[config.mk]
export PLATFORM = sky130hd
export DESIGN_NAME = reassembly_admission_accounting
export DESIGN_NICKNAME = d
export VERILOG_FILES = /design/src/design/raa_pkg.sv /design/src/design/raa_regs.sv /design/src/design/raa_admit.sv /design/src/design/reassembly_admission_accounting.sv
export VERILOG_INCLUDE_DIRS = /design/src /design/src/design
export SDC_FILE = /design/constraint.sdc
export NUM_CORES = 1
export LEC_CHECK = 0
export BUFFER_PORTS_ARGS = -buffer_cell sky130_fd_sc_hd__buf_2
export CAP_MARGIN = 10
export CORE_MARGIN = 5
export CORE_UTILIZATION = 35
export CTS_CLUSTER_DIAMETER = 80
export DETAILED_ROUTE_END_ITERATION = 10
export MAX_ROUTING_LAYER = met4
export PLACE_DENSITY_LB_ADDON = 0.1
export SETUP_SLACK_MARGIN = 0.02
export SKIP_CTS_REPAIR_TIMING = 1
export SLEW_MARGIN = 5
export SYNTH_ARGS = -nofsm -noshare
export SYNTH_HDL_FRONTEND = slang
export SYNTH_SLANG_ARGS = --single-unit
[constraint.sdc]
create_clock -name clk -period 14.05 [get_ports clk]
set_clock_uncertainty 0.2 [all_clocks]
set_input_delay 3.5125 -clock clk [delete_from_list [all_inputs] [get_ports clk]]
set_output_delay 3.5125 -clock clk [all_outputs]
set_load 0.01 [all_outputs]
[src/design/reassembly_admission_accounting_defines.svh]
// Assertion macros shared by the reassembly accounting RTL
`ifndef REASSEMBLY_ADMISSION_ACCOUNTING_DEFINES_SVH
`define REASSEMBLY_ADMISSION_ACCOUNTING_DEFINES_SVH

// Same-cycle implication, clocked on clk, off during reset
`define RAA_ASSERT_NOW(label, ante, cons, msg) \
    label: assert property (@(posedge clk) disable iff (!rst_n) (ante) |-> (cons)) \
        else $error(msg);

// Next-cycle implication, clocked on clk, off during reset
`define RAA_ASSERT_NEXT(label, ante, cons, msg) \
    label: assert property (@(posedge clk) disable iff (!rst_n) (ante) |=> (cons)) \
        else $error(msg);

`endif

[src/design/raa_pkg.sv]
// Package: commands, verdict codes, register map, reset values and shared types
`default_nettype none

package raa_pkg;

    localparam int ADDR_W = 5;
    localparam int IDX_W  = 3;

    localparam logic [1:0] CMD_ADD    = 2'd0;
    localparam logic [1:0] CMD_REMOVE = 2'd1;
    localparam logic [1:0] CMD_ADMIT  = 2'd2;

    localparam logic [2:0] VERDICT_OK     = 3'd0;
    localparam logic [2:0] VERDICT_FSEGS  = 3'd1;
    localparam logic [2:0] VERDICT_FBYTES = 3'd2;
    localparam logic [2:0] VERDICT_GBYTES = 3'd3;
    localparam logic [2:0] VERDICT_GSEGS  = 3'd4;

    localparam logic [IDX_W-1:0] REG_DEFAULT_MSS      = 3'd0;
    localparam logic [IDX_W-1:0] REG_FLOW_MAX_BYTES   = 3'd1;
    localparam logic [IDX_W-1:0] REG_FLOW_MAX_SEGS    = 3'd2;
    localparam logic [IDX_W-1:0] REG_GLOBAL_MAX_BYTES = 3'd3;
    localparam logic [IDX_W-1:0] REG_GLOBAL_MAX_SEGS  = 3'd4;

    localparam logic [15:0] RST_DEFAULT_MSS      = 16'd1460;
    localparam logic [31:0] RST_FLOW_MAX_BYTES   = 32'd65536;
    localparam logic [15:0] RST_FLOW_MAX_SEGS    = 16'd64;
    localparam logic [31:0] RST_GLOBAL_MAX_BYTES = 32'd1048576;
    localparam logic [31:0] RST_GLOBAL_MAX_SEGS  = 32'd1024;

    typedef struct packed {
        logic [15:0] default_mss;
        logic [31:0] flow_max_bytes;
        logic [15:0] flow_max_segs;
        logic [31:0] global_max_bytes;
        logic [31:0] global_max_segs;
    } cfg_t;

    typedef struct packed {
        logic [1:0]  command;
        logic [31:0] byte_amount;
        logic [31:0] seg_amount;
        logic [15:0] flow_mss;
        logic [31:0] flow_window_max;
        logic [15:0] flow_queued_segs;
        logic [31:0] flow_ooo_bytes;
        logic [15:0] nodes_after;
    } item_t;

endpackage

`default_nettype wire

[src/design/raa_regs.sv]
// APB register file holding the admission limits
`default_nettype none

module raa_regs (
    input  logic                       clk,
    input  logic                       rst_n,
    input  logic                       psel,
    input  logic                       penable,
    input  logic                       pwrite,
    input  logic [raa_pkg::ADDR_W-1:0] paddr,
    input  logic [31:0]                pwdata,
    output logic [31:0]                prdata,
    output logic                       pready,
    output raa_pkg::cfg_t              cfg
);
    import raa_pkg::*;

    logic [15:0]      default_mss_reg;
    logic [31:0]      flow_max_bytes_reg;
    logic [15:0]      flow_max_segs_reg;
    logic [31:0]      global_max_bytes_reg;
    logic [31:0]      global_max_segs_reg;
    logic             wr_en;
    logic [IDX_W-1:0] reg_idx;

    assign pready  = 1'b1;
    assign wr_en   = psel & penable & pwrite;
    assign reg_idx = paddr[ADDR_W-1:2];

    always_ff @(posedge clk or negedge rst_n)
    begin
        if (!rst_n)
        begin
            default_mss_reg      <= RST_DEFAULT_MSS;
            flow_max_bytes_reg   <= RST_FLOW_MAX_BYTES;
            flow_max_segs_reg    <= RST_FLOW_MAX_SEGS;
            global_max_bytes_reg <= RST_GLOBAL_MAX_BYTES;
            global_max_segs_reg  <= RST_GLOBAL_MAX_SEGS;
        end
        else if (wr_en)
        begin
            unique case (reg_idx)
                REG_DEFAULT_MSS:      default_mss_reg      <= pwdata[15:0];
                REG_FLOW_MAX_BYTES:   flow_max_bytes_reg   <= pwdata;
                REG_FLOW_MAX_SEGS:    flow_max_segs_reg    <= pwdata[15:0];
                REG_GLOBAL_MAX_BYTES: global_max_bytes_reg <= pwdata;
                REG_GLOBAL_MAX_SEGS:  global_max_segs_reg  <= pwdata;
                default: ;
            endcase
        end
    end

    always_comb
    begin
        unique case (reg_idx)
            REG_DEFAULT_MSS:      prdata = {16'd0, default_mss_reg};
            REG_FLOW_MAX_BYTES:   prdata = flow_max_bytes_reg;
            REG_FLOW_MAX_SEGS:    prdata = {16'd0, flow_max_segs_reg};
            REG_GLOBAL_MAX_BYTES: prdata = global_max_bytes_reg;
            REG_GLOBAL_MAX_SEGS:  prdata = global_max_segs_reg;
            default:              prdata = 32'd0;
        endcase
    end

    assign cfg.default_mss      = default_mss_reg;
    assign cfg.flow_max_bytes   = flow_max_bytes_reg;
    assign cfg.flow_max_segs    = flow_max_segs_reg;
    assign cfg.global_max_bytes = global_max_bytes_reg;
    assign cfg.global_max_segs  = global_max_segs_reg;

endmodule

`default_nettype wire

[src/design/raa_admit.sv]
// Admission check: per-flow byte limit and prioritized verdict
`default_nettype none

module raa_admit (
    input  raa_pkg::item_t item,
    input  raa_pkg::cfg_t  cfg,
    input  logic [31:0]    byte_total,
    input  logic [31:0]    seg_total,
    output logic [2:0]     verdict
);
    import raa_pkg::*;

    logic [15:0] mss;
    logic [31:0] floor_raw;
    logic [31:0] half_max;
    logic [31:0] floor_cap;
    logic [31:0] limit_half;
    logic [31:0] limit_cap;
    logic [31:0] limit_floor;
    logic [31:0] limit;
    logic [32:0] flow_sum;
    logic [32:0] glob_sum;
    logic [32:0] seg_sum;
    logic        has_bytes;
    logic        seg_inc;
    logic        fail_fsegs;
    logic        fail_fbytes;
    logic        fail_gbytes;
    logic        fail_gsegs;

    always_comb
    begin
        mss         = (item.flow_mss != 16'd0) ? item.flow_mss : cfg.default_mss;
        floor_raw   = {14'd0, mss, 2'b00};
        half_max    = {1'b0, cfg.flow_max_bytes[31:1]};
        floor_cap   = (floor_raw > half_max) ? half_max : floor_raw;
        limit_half  = {1'b0, item.flow_window_max[31:1]};
        limit_cap   = (limit_half > cfg.flow_max_bytes) ? cfg.flow_max_bytes : limit_half;
        limit_floor = (limit_cap < floor_cap) ? floor_cap : limit_cap;
        limit       = (limit_floor > item.flow_window_max) ? item.flow_window_max
                                                           : limit_floor;

        // sums kept at 33 bits so the compares never wrap
        flow_sum = {1'b0, item.flow_ooo_bytes} + {1'b0, item.byte_amount};
        glob_sum = {1'b0, byte_total} + {1'b0, item.byte_amount};
        seg_sum  = {1'b0, seg_total} + 33'd1;

        has_bytes   = (item.byte_amount != 32'd0);
        seg_inc     = (item.nodes_after >= item.flow_queued_segs);
        fail_fsegs  = (item.nodes_after >= cfg.flow_max_segs);
        fail_fbytes = has_bytes && (flow_sum > {1'b0, limit});
        fail_gbytes = has_bytes && (glob_sum > {1'b0, cfg.global_max_bytes});
        fail_gsegs  = seg_inc && (seg_sum > {1'b0, cfg.global_max_segs});

        if (fail_fsegs)
            verdict = VERDICT_FSEGS;
        else if (fail_fbytes)
            verdict = VERDICT_FBYTES;
        else if (fail_gbytes)
            verdict = VERDICT_GBYTES;
        else if (fail_gsegs)
            verdict = VERDICT_GSEGS;
        else
            verdict = VERDICT_OK;
    end

endmodule

`default_nettype wire

[src/design/reassembly_admission_accounting.sv]
// Top level: global reassembly byte/segment totals and admission verdicts
//
//  channel   dir  handshake        payload
//  s_*       in   tvalid/tready    tdata: 7 item fields, tuser: command
//  m_*       out  tvalid/tready    tdata: totals, tuser: verdict
//  apb       in   psel/penable     5 registers at 4*i, pready tied high
//
// One item per cycle sustained while m_tready holds. Each item is first held
// in the input register, then its result sits in the output register until taken.
// The totals update as an item moves to the output register, so the next
// item already sees them. A stalled output fills the input register and
// then drops s_tready. rst_n clears totals and valids, reloads limit defaults.
`default_nettype none

`include "reassembly_admission_accounting_defines.svh"

module reassembly_admission_accounting (
    input  logic                       clk,
    input  logic                       rst_n,
    input  logic                       s_tvalid,
    output logic                       s_tready,
    // [31:0] byte_amount, [63:32] seg_amount, [79:64] flow_mss,
    // [111:80] flow_window_max, [127:112] flow_queued_segs,
    // [159:128] flow_ooo_bytes, [175:160] nodes_after
    input  logic [175:0]               s_tdata,
    // [1:0] command
    input  logic [1:0]                 s_tuser,
    output logic                       m_tvalid,
    input  logic                       m_tready,
    // [31:0] total_bytes, [63:32] total_segs
    output logic [63:0]                m_tdata,
    // [2:0] verdict
    output logic [2:0]                 m_tuser,
    input  logic                       psel,
    input  logic                       penable,
    input  logic                       pwrite,
    input  logic [raa_pkg::ADDR_W-1:0] paddr,
    input  logic [31:0]                pwdata,
    output logic [31:0]                prdata,
    output logic                       pready
);
    import raa_pkg::*;

    cfg_t        cfg;
    item_t       in_item;
    item_t       s1_item_reg;
    logic        s1_valid_reg;
    logic        s1_valid_next;
    logic        res_valid_reg;
    logic        res_valid_next;
    logic [2:0]  res_verdict_reg;
    logic [31:0] res_bytes_reg;
    logic [31:0] res_segs_reg;
    logic [31:0] byte_total_reg;
    logic [31:0] byte_total_next;
    logic [31:0] seg_total_reg;
    logic [31:0] seg_total_next;
    logic [2:0]  admit_verdict;
    logic [2:0]  verdict_next;
    logic [32:0] byte_add;
    logic [32:0] seg_add;
    logic        res_free;
    logic        advance;
    logic        in_xfer;

    raa_regs u_regs (
        .clk     (clk),
        .rst_n   (rst_n),
        .psel    (psel),
        .penable (penable),
        .pwrite  (pwrite),
        .paddr   (paddr),
        .pwdata  (pwdata),
        .prdata  (prdata),
        .pready  (pready),
        .cfg     (cfg)
    );

    raa_admit u_admit (
        .item       (s1_item_reg),
        .cfg        (cfg),
        .byte_total (byte_total_reg),
        .seg_total  (seg_total_reg),
        .verdict    (admit_verdict)
    );

    assign in_item.command          = s_tuser;
    assign in_item.byte_amount      = s_tdata[31:0];
    assign in_item.seg_amount       = s_tdata[63:32];
    assign in_item.flow_mss         = s_tdata[79:64];
    assign in_item.flow_window_max  = s_tdata[111:80];
    assign in_item.flow_queued_segs = s_tdata[127:112];
    assign in_item.flow_ooo_bytes   = s_tdata[159:128];
    assign in_item.nodes_after      = s_tdata[175:160];

    assign res_free = !res_valid_reg || m_tready;
    assign advance  = s1_valid_reg && res_free;
    assign s_tready = !s1_valid_reg || advance;
    assign in_xfer  = s_tvalid && s_tready;

    assign s1_valid_next  = in_xfer || (s1_valid_reg && !advance);
    assign res_valid_next = advance || (res_valid_reg && !m_tready);

    always_comb
    begin
        byte_add        = {1'b0, byte_total_reg} + {1'b0, s1_item_reg.byte_amount};
        seg_add         = {1'b0, seg_total_reg} + {1'b0, s1_item_reg.seg_amount};
        byte_total_next = byte_total_reg;
        seg_total_next  = seg_total_reg;
        verdict_next    = VERDICT_OK;
        case (s1_item_reg.command)
            CMD_ADD:
            begin
                byte_total_next = byte_add[32] ? 32'hFFFF_FFFF : byte_add[31:0];
                seg_total_next  = seg_add[32] ? 32'hFFFF_FFFF : seg_add[31:0];
            end
            CMD_REMOVE:
            begin
                byte_total_next = (byte_total_reg >= s1_item_reg.byte_amount)
                                ? byte_total_reg - s1_item_reg.byte_amount : 32'd0;
                seg_total_next  = (seg_total_reg >= s1_item_reg.seg_amount)
                                ? seg_total_reg - s1_item_reg.seg_amount : 32'd0;
            end
            CMD_ADMIT:
            begin
                verdict_next = admit_verdict;
            end
            default: ;
        endcase
    end

    always_ff @(posedge clk or negedge rst_n)
    begin
        if (!rst_n)
        begin
            s1_valid_reg   <= 1'b0;
            res_valid_reg  <= 1'b0;
            byte_total_reg <= 32'd0;
            seg_total_reg  <= 32'd0;
        end
        else
        begin
            s1_valid_reg  <= s1_valid_next;
            res_valid_reg <= res_valid_next;
            if (advance)
            begin
                byte_total_reg <= byte_total_next;
                seg_total_reg  <= seg_total_next;
            end
        end
    end

    always_ff @(posedge clk)
    begin
        if (in_xfer)
            s1_item_reg <= in_item;
        if (advance)
        begin
            res_verdict_reg <= verdict_next;
            res_bytes_reg   <= byte_total_next;
            res_segs_reg    <= seg_total_next;
        end
    end

    assign m_tvalid = res_valid_reg;
    assign m_tdata  = {res_segs_reg, res_bytes_reg};
    assign m_tuser  = res_verdict_reg;

    `RAA_ASSERT_NEXT(a_result_matches_totals, advance,
        (res_bytes_reg == byte_total_reg) && (res_segs_reg == seg_total_reg),
        "result totals differ from the running totals")
    `RAA_ASSERT_NEXT(a_admit_keeps_totals, advance && (s1_item_reg.command == CMD_ADMIT),
        $stable(byte_total_reg) && $stable(seg_total_reg),
        "admit transfer changed the totals")
    `RAA_ASSERT_NEXT(a_add_no_decrease, advance && (s1_item_reg.command == CMD_ADD),
        (byte_total_reg >= $past(byte_total_reg)) && (seg_total_reg >= $past(seg_total_reg)),
        "add transfer lowered a total")
    `RAA_ASSERT_NEXT(a_remove_no_increase, advance && (s1_item_reg.command == CMD_REMOVE),
        (byte_total_reg <= $past(byte_total_reg)) && (seg_total_reg <= $past(seg_total_reg)),
        "remove transfer raised a total")
    `RAA_ASSERT_NOW(a_verdict_only_on_admit, advance && (s1_item_reg.command != CMD_ADMIT),
        verdict_next == VERDICT_OK,
        "nonzero verdict on a total update")

endmodule

`default_nettype wire

Yosys cells after proc, flatten, opt, wreduce, memory -nomap -nowiden:

Cells that the tools add are included.

* memories kept: 0
* ROM bits: 0
* bits in writable memories: 0
* bits in latches: 0
* register bits: 439
* bits of input ports: 222
* word-level logic and storage cells: 90

* multipliers: 0
* divide/modulo/power cells: 0
* reduce and logical (&&, ||, !) cells: 26
* equality and inequality tests: 6
* shift-type cells: 0
* $lt $le $gt $ge: 11
* muxes and demuxes: 16
* bitwise gates (word level): 3
* add/subtract/negate cells: 6

Operator list (count)
* 32-bit 2-to-1 mux: 7
* 32-bit case mux with 5 select lines: 1
* 32-bit case mux with 2 select lines: 2
* 32-bit by 32-bit adder with 33-bit output: 3
* 33-bit by 32-bit greater-than comparator with 1-bit output: 3
* 32-bit greater-or-equal comparator: 2
* 32-bit subtractor: 2
* 32-bit by 1-bit adder with 33-bit output (second input constant): 1
* 16-bit greater-or-equal comparator: 2
* 31-bit by 32-bit greater-than comparator with 1-bit output: 1
* 32-bit greater-than comparator: 1
* 32-bit < comparator: 1
* 32-bit nonzero test: 1
* 18-bit by 31-bit greater-than comparator with 1-bit output: 1
* 31-bit 2-to-1 mux: 1
* 16-bit 2-to-1 mux: 1
* 16-bit nonzero test: 1
* 2-bit AND reduction: 5
* 1-bit logical AND: 7
* 3-bit by 2-bit equality test with 1-bit output (second input constant): 2
* 1-bit zero test: 4
* 1-bit logical OR: 4
* 2-bit 2-to-1 mux: 2
* 4-bit OR reduction: 1
* 11 further kinds: 12

Depth between registers and ports, before layout:

Gate-level depths: netlist of run 1.

* word-level depth: 12
* depth in mapped cells: 48

By module:

Synthesis of run 1 repeated with hierarchy kept, for this count alone.

* cells, all modules: 3615
* area, all modules: 34893.5 µm²

Modules (own cells, without submodules)
* reassembly_admission_accounting: area each 18342.6 µm², cells each 1739, times used 1
* raa_admit: area each 10756.6 µm², cells each 1477, times used 1
* raa_regs: area each 5794.3 µm², cells each 399, times used 1

Least setup slack after synthesis of run 1:

No wires, ideal clock.

* path type: reg2reg
* from: register s1_item_reg[102] (netlist name)
* to: register res_verdict_reg[2], in the netlist m_tuser[2], data pin
* setup time: 0.176 ns
* period minus slack after synthesis: 9.236 ns
* data required time: 13.674 ns
* arrival time: 8.860 ns
* stages on the path, launching flop included: 49
* path buffers: 5
* setup slack: 4.814 ns
* path through: edfxtp_1 nor4_1 and4_1 nor2b_1 clkbuf_1 a21o_1 ha_1 a21oi_1 nor2b_1 o21ai_0 a211o_1 a21oi_1 buf_1 buf_2 mux2i_1 ha_1 a21oi_1 nor2b_1 (+13 left out) o21ai_1 nand2_1 o211ai_1 a2111oi_0 nor2_1 clkbuf_1 mux2i_1 ha_1 a21o_1 a21oi_1 o21ai_0 a221oi_1 a21oi_1 o31ai_1 a211oi_1 nor3_2 a31oi_1 nor4_1

* cells in the longest elaborated chain, start to end: 11

Ends and longest elaborated chain
* from (decl): RTL line reassembly_admission_accounting.sv:46 `item_t s1_item_reg;`
* from (signal assigned): RTL line reassembly_admission_accounting.sv:156 `s1_item_reg <= in_item;`
* 16-bit nonzero test: RTL line raa_admit.sv:33 `mss = (item.flow_mss != 16'd0) ? item.flow_mss : cfg.default_mss;`
* 16-bit 2-to-1 mux *: RTL line raa_admit.sv:33
* 18-bit by 31-bit greater-than comparator with 1-bit output: RTL line raa_admit.sv:36 `floor_cap = (floor_raw > half_max) ? half_max : floor_raw;`
* 31-bit 2-to-1 mux *: RTL line raa_admit.sv:36
* 32-bit < comparator: RTL line raa_admit.sv:39 `limit_floor = (limit_cap < floor_cap) ? floor_cap : limit_cap;`
* 32-bit 2-to-1 mux *: RTL line raa_admit.sv:39
* 32-bit greater-than comparator: RTL line raa_admit.sv:40 `limit = (limit_floor > item.flow_window_max) ? item.flow_window_max`
* 32-bit 2-to-1 mux *: RTL line raa_admit.sv:40
* 33-bit by 32-bit greater-than comparator with 1-bit output *: RTL line raa_admit.sv:51 `fail_fbytes = has_bytes && (flow_sum > {1'b0, limit});`
* 1-bit logical AND *: RTL line raa_admit.sv:51
* 4-bit OR reduction (no source line) *
* to (signal assigned): RTL line reassembly_admission_accounting.sv:159 `res_verdict_reg <= verdict_next;`
* to (decl): RTL line reassembly_admission_accounting.sv:51 `logic [2:0] res_verdict_reg;`

Every way passes the cells marked *; elsewhere a longest branch is shown, timed or not.
A chain may end at the register's enable or synchronous reset.

Worst setup path after layout of run 1:

* from: register s1_item_reg[105] (netlist name)
* to: register res_verdict_reg[2], in the netlist m_tuser[2], data pin

The elaborated chain is that of the path after synthesis.

==> metrics, run 1 <==
Mean Syn Cell Area=between 9 and 10 um^2; initial antenna violation count=11; Net Sw Power=about 3.1 mW; clock share of power=about a fifth; status=finished, final reports clean; clock root cell=clkbuf_16; number of buffers created by CTS=57; Routed Antenna Nets=0; layout cells sized above 1=between 10% and 20%; top sig layer=met4; Total Power=roughly 7.1 mW; Core Rows=between 100 and 150; Setup CP Type=reg2reg; Syn Inst Count=3393; Critical Path RT=about 14000 ps; CORE AREA=91900 um^2; via count of the first global-routing pass=26666; Routed met3 length=between 5 and 6 mm; switching part of the total=between 40% and 50%; CTS tree=built; cell with the most instances after synthesis=ha_1; mapped cell area=~32000 um^2; area delta synth->final=15.3%; DIE HEIGHT=315 um; Max FO, Critical Path=24; HP Class=reg2reg; synth cell count leaders=398 x ha_1, 312 x inv_1, 268 x nand2_1, 245 x edfxtp_1, 229 x a21oi_1; FILL cells=roughly 9300; Reg power frac=between 20 and 30%; r2r setup slk=between 1500 and 2000 ps; design area=around 37000 um^2; synth unique cells=96; Gate power share=between 50% and 60%; Worst path slowest cell=nor2b_1; fin crit period=around 12000 ps; fmax=between 0.08 and 0.09 GHz; Synth area leader=edfxtp_1; pwr/cell area=approximately 190 nW/um^2; Ports=between 300 and 400; Post-synth EDFFs=245; H-tree Lvls=2; register clock-pin slew on the reported worst setup and hold paths=60 ps; critical path capture point type=flop; WL final=between 100 and 150 mm; fin cells=4991; Worst VDD drop=around 110 uV; routed wl met2=between 50 and 60 mm; top-area cell type share of the netlist area=a little under a quarter; overall via count from detail_route=26688; DIE AREA=about 100000 um^2; RR Startpoint=s1_item_reg[105]$_DFFE_PP_; CP startpoint kind=flop; Pre-Repair DR Iteration Count=5; synth top area cells=edfxtp_1 23%, ha_1 15%, dfrtp_1 14%; buffers added on ports=320; Final setup viols=0; GRT Util Overall=about 24%; WL met1=53.9 mm; CTS Buffer Depth=3; die width=between 300 and 400 um; ys flop type=edfxtp_1; RSZ-0062 raised after global routing=false; Worst-Margin Slew=between 1000 and 1500 ps; Overflow after GRT=0; Via density=roughly 5.3; worst skew pair latency=roughly 680 ps; Worst R2R Path Depth=between 40 and 50; Top cell by count, worst path=a21o_1; nets=about 4300; drt drc=0; cell internal pwr=3.95 mW; worst rel slew slack=26.8%; post-synthesis sequential area ratio=between 30% and 40%; hpwl dp=94.6 mm; Initial DRC Count=around 1800; placed instance area=approximately 35000 um^2; Slew Viols, Final=0; Fin Setup TNS=0 ps; placed instance count=4870; Worst Min Path Start=s1_valid_reg$_DFF_PN0_; max reg flops=between 150 and 200; CTS sink count=between 400 and 500; max_cap viols=0; synth warn=0; dpl ws=between 2000 and 2500 ps; Initial Utilization=between 30% and 40%; largest net degree at the start of global routing=80; Final Cycle Share=87.2%; arrival time worst endpoint=roughly 13000 ps; Crit Reg-Reg Endpoint=m_tuser[2]$_SDFFCE_PP0P_; GP Congestion=around 0.94; async set or reset register ratio after synthesis=about 44%; #FFs+latches synth=about 440; slowest cell delay on critical path=about 750 ps; setup ws final=1790 ps; Hold Fails Final Rpt=0; Hold Path Depth=1; Worst Hold Endpoint=m_tvalid$_DFF_PN0_; Leak=~17 nW; first-pass GRT wire length=176 mm; wire per inst=roughly 24 um
[cells by family after synthesis]
logic type               Yosys count  share of synthesized area (%)
AO/OA/AOI/OAI                    939                           19.4
AND/OR/NAND/NOR                  823                           12.0
buffers and inverters            456                           5.39
flip-flops                       439                           37.6
adder cells (fa/ha/maj)          403                           15.6
multiplexers                     176                           5.75
XOR/XNOR                         155                           4.18
other                              2                         0.0231
[layout make-up]
type                       count  area (um^2)  share of cell area (%)
multi-input combinational   2511        18600                    49.7
clock inverter                33          377                    1.01
sequential                   439        12200                    32.6
inverter                     323         1210                    3.24
clock buffer                  75         1540                    4.10
tap                         1243         1560                    4.15
timing repair buffer         355         1880                    5.02
antenna                       12         30.0                  0.0802
[worst max path at each step]
stage / startpoint / end / slack, ps / cells past startpoint
3_3_place_gp: s1_item_reg[102]$_DFFE_PP_ / m_tuser[2]$_SDFFCE_PP0P_ / 2120 / 43
6_report: s1_item_reg[105]$_DFFE_PP_ / m_tuser[2]$_SDFFCE_PP0P_ / 1790 / 43
3_5_place_dp: s1_item_reg[102]$_DFFE_PP_ / m_tuser[2]$_SDFFCE_PP0P_ / 2090 / 43
5_1_grt: s1_item_reg[102]$_DFFE_PP_ / m_tuser[2]$_SDFFCE_PP0P_ / 1110 / 43
2_1_floorplan: s1_item_reg[102]$_DFFE_PP_ / m_tuser[2]$_SDFFCE_PP0P_ / 4810 / 48
4_1_cts: s1_item_reg[102]$_DFFE_PP_ / m_tuser[2]$_SDFFCE_PP0P_ / 2000 / 43
[critical path, delay by kind of cell, from the launching register on]
| family | cells | cell delay [ps] |
|---|---|---|
| AOI/OAI and AO/OA | 23 | 5450 |
| and+or+nand+nor | 11 | 3390 |
| adders and majority gates | 4 | 1060 |
| muxes | 3 | 790 |
| buffers and inverters | 2 | 720 |
| DFF | 1 | 410 |
[metal layers]
| metal | vias up | GRT usage [%] |
|---|---|---|
| li1 | 13000 | - |
| met5 | - | - |
| met2 | 693 | 39.8 |
| met3 | 140 | 3.38 |
| met1 | 12855 | 31.7 |
| met4 | 0 | 7.05 |
[cells in the final DEF (no fill, tap or decap), types with 58 or more instances in the layout]
cell / n
edfxtp_1: 245
a21o_1: 122
inv_1: 311
buf_2: 319
nor2_1: 195
nand3_1: 67
xnor2_1: 119
ha_1: 398
o21ai_0: 168
a21oi_1: 228
dfrtp_1: 184
mux2i_1: 100
mux2_2: 74
clkbuf_16: 58
nand2_1: 266
[per-stage QoR]
| stage | hold WS (ps) | utilization (%) |
|---|---|---|
| 2_1_floorplan | 257 | - |
| 3_5_place_dp | 279 | 38.6 |
| 6_report | 285 | 40.7 |
| 3_3_place_gp | 270 | 38.6 |
| 4_1_cts | 292 | 40.7 |
| 5_1_grt | 317 | 40.7 |
[power by group through the flow]
stage	Clock [mW]	Sequential (mW)	Combinational (mW)
after global placement	0	1.98	3.59
after detailed placement	0	1.99	3.58
after floorplan	0	1.89	2.51
after CTS	1.55	1.96	3.61
after global routing	1.60	1.99	4.01
final	1.50	1.96	3.61
Note: power is estimated with default switching activity, not from simulation.
==> run 2: changes to the inputs <==
clock period = 11.4 ns   (was 14.05 ns; I/O delays follow)
==> run 2 against run 1 <==
Net effect: global-route usage decreased by 0.16 points; cell count is 0.10% lower; critical path type unchanged; sequential power grew 24%; core utilization barely moved; clock power increased by 23%; worst setup slack got worse by 1200 ps; first-iteration DRC count is 5.5% lower; largest cell class unchanged; combinational power rose by 23%; sequential share of layout area about the same.
==> metrics, run 2 (synthesized netlist as in run 1, its figures left out) <==
Max FO, Critical Path=15 (-38%); FILL cells=9298 (+0.12%); Net Sw Power=3.83 mW (+23%); Pre-Repair DR Iteration Count=6 (+1); register clock-pin slew on the reported worst setup and hold paths=60 ps (about the same); switching part of the total=44.0% (-0.22 points); arrival time worst endpoint=11060 ps (-1480 ps); CORE AREA=91900 um^2 (unchanged); area delta synth->final=15.3% (about the same); number of buffers created by CTS=55 (-3.5%); Overflow after GRT=0 (unchanged); buffers added on ports=320 (unchanged); hpwl dp=93.9 mm (-0.66%); Critical Path RT=11690 ps (-2650 ps); HP Class=reg2reg; WL final=119 mm (-0.18%); Hold Fails Final Rpt=0 (unchanged); worst skew pair latency=670 ps (about the same); CTS tree=built; Final Cycle Share=94.5% (+7.2 points); drt drc=0 (unchanged); CTS Buffer Depth=3 (unchanged); Initial Utilization=35.3% (unchanged); largest net degree at the start of global routing=83 (+3.8%); cell internal pwr=4.88 mW (+24%); Gate power share=50.8% (-0.2 points); Routed Antenna Nets=0 (unchanged); Ports=324 (unchanged); Core Rows=111 (unchanged); setup ws final=630 ps (-1160 ps); fin crit period=10770 ps (-1490 ps); Via density=5.36 (+0.32%); Fin Setup TNS=0 ps (unchanged); via count of the first global-routing pass=26373 (-1.1%); max_cap viols=0 (unchanged); Worst-Margin Slew=1200 ps (+105 ps); slowest cell delay on critical path=400 ps (-350 ps); worst rel slew slack=19.6% (-7.2 points); Reg power frac=27.9% (+0.2 points); GRT Util Overall=24.2% (-0.16 points); Worst path slowest cell=edfxtp_1; nets=4309 (-0.070%); DIE HEIGHT=315 um (unchanged); Slew Viols, Final=0 (unchanged); Total Power=8.71 mW (+23%); die width=315 um (unchanged); Initial DRC Count=1719 (-5.5%); Worst VDD drop=124 uV (+16%); clock root cell=clkbuf_16; first-pass GRT wire length=175 mm (-0.94%); dpl ws=598 ps (-1490 ps); GP Congestion=0.939 (about the same); wire per inst=24.0 um (about the same); layout cells sized above 1=15.8% (+0.021 points); DIE AREA=99000 um^2 (unchanged); H-tree Lvls=2 (unchanged); most common cell after layout, fill and taps aside=ha_1; Leak=17.0 nW (about the same); initial antenna violation count=11 (unchanged); Setup CP Type=reg2reg; Top cell by count, worst path=a21o_1; CP startpoint kind=flop; RSZ-0062 raised after global routing=false; commonest cells after routing, fill and taps aside=398 x ha_1, 319 x buf_2, 312 x inv_1; critical path capture point type=flop; status=finished, final reports clean; Final setup viols=0 (unchanged); fmax=0.0928 GHz (+14%); pwr/cell area=233 nW/um^2 (+23%); overall via count from detail_route=26746 (+0.22%); max reg flops=178 (unchanged); CTS sink count=439 (unchanged); clock share of power=21.3% (about the same); Fin Hold WS=288 ps (+2.83 ps)
==> run 2: metal layers <==
metal  up-vias  wire length [um]  track usage [%]
li1      12990                 -                -
met1     12822             53000             31.4
met2       793             56400             39.6
met3       141              6460             3.34
met4         0              3670             7.08
met5         -                 0                -
==> run 2: final timing paths <==
kind	start	slack, ps	endpoint	cells past startpoint
setup / recovery	s1_item_reg[102]$_DFFE_PP_	630	m_tuser[2]$_SDFFCE_PP0P_	46
setup reg to reg	s1_item_reg[102]$_DFFE_PP_	630	m_tuser[2]$_SDFFCE_PP0P_	46
max in group asynchronous	rst_n	7530	u_regs.flow_max_segs_reg[5]$_DFFE_PN0P_	2
hold / removal	s1_valid_reg$_DFF_PN0_	290	m_tvalid$_DFF_PN0_	1
hold reg to reg	s1_valid_reg$_DFF_PN0_	290	m_tvalid$_DFF_PN0_	1
min in group asynchronous	rst_n	2070	seg_total_reg[23]$_DFFE_PN0P_	1
==> run 2: stage by stage <==
stage          utilization, %  area (um^2)  instances
2_1_floorplan               -        32500       3406
3_3_place_gp             38.6        35500       4870
3_5_place_dp             38.6        35500       4870
4_1_cts                  40.7        37400       4974
5_1_grt                  40.7        37400       4984
6_report                 40.7        37500       4986
==> run 2: layout make-up <==
cell class	instances	area (um^2)	area share, %
multi-input cells	2511	18700	49.8
diodes	12	30.0	0.0802
well taps	1243	1560	4.15
flip-flops and latches	439	12200	32.6
repair buffers	354	1870	4.99
clock inverters	34	423	1.13
inverters	323	1210	3.24
clock buffers	70	1480	3.96
==> run 2: power by group through the flow <==
stage	combinational (mW)	sequential [mW]	clock (mW)
finish	4.43	2.43	1.85
global route	4.91	2.47	1.97
CTS	4.42	2.44	1.92
detailed placement	4.38	2.47	0
global placement	4.40	2.47	0
floorplan	3.09	2.32	0
==> run 2: worst max-delay path, delay by kind of cell, from the launching register on <==
kind	cells	cell delay, ps
compound gates	24	5250
simple gates	11	1940
fa+ha+maj	4	1210
buf+inv	5	1030
mux	2	530
flops	1	400
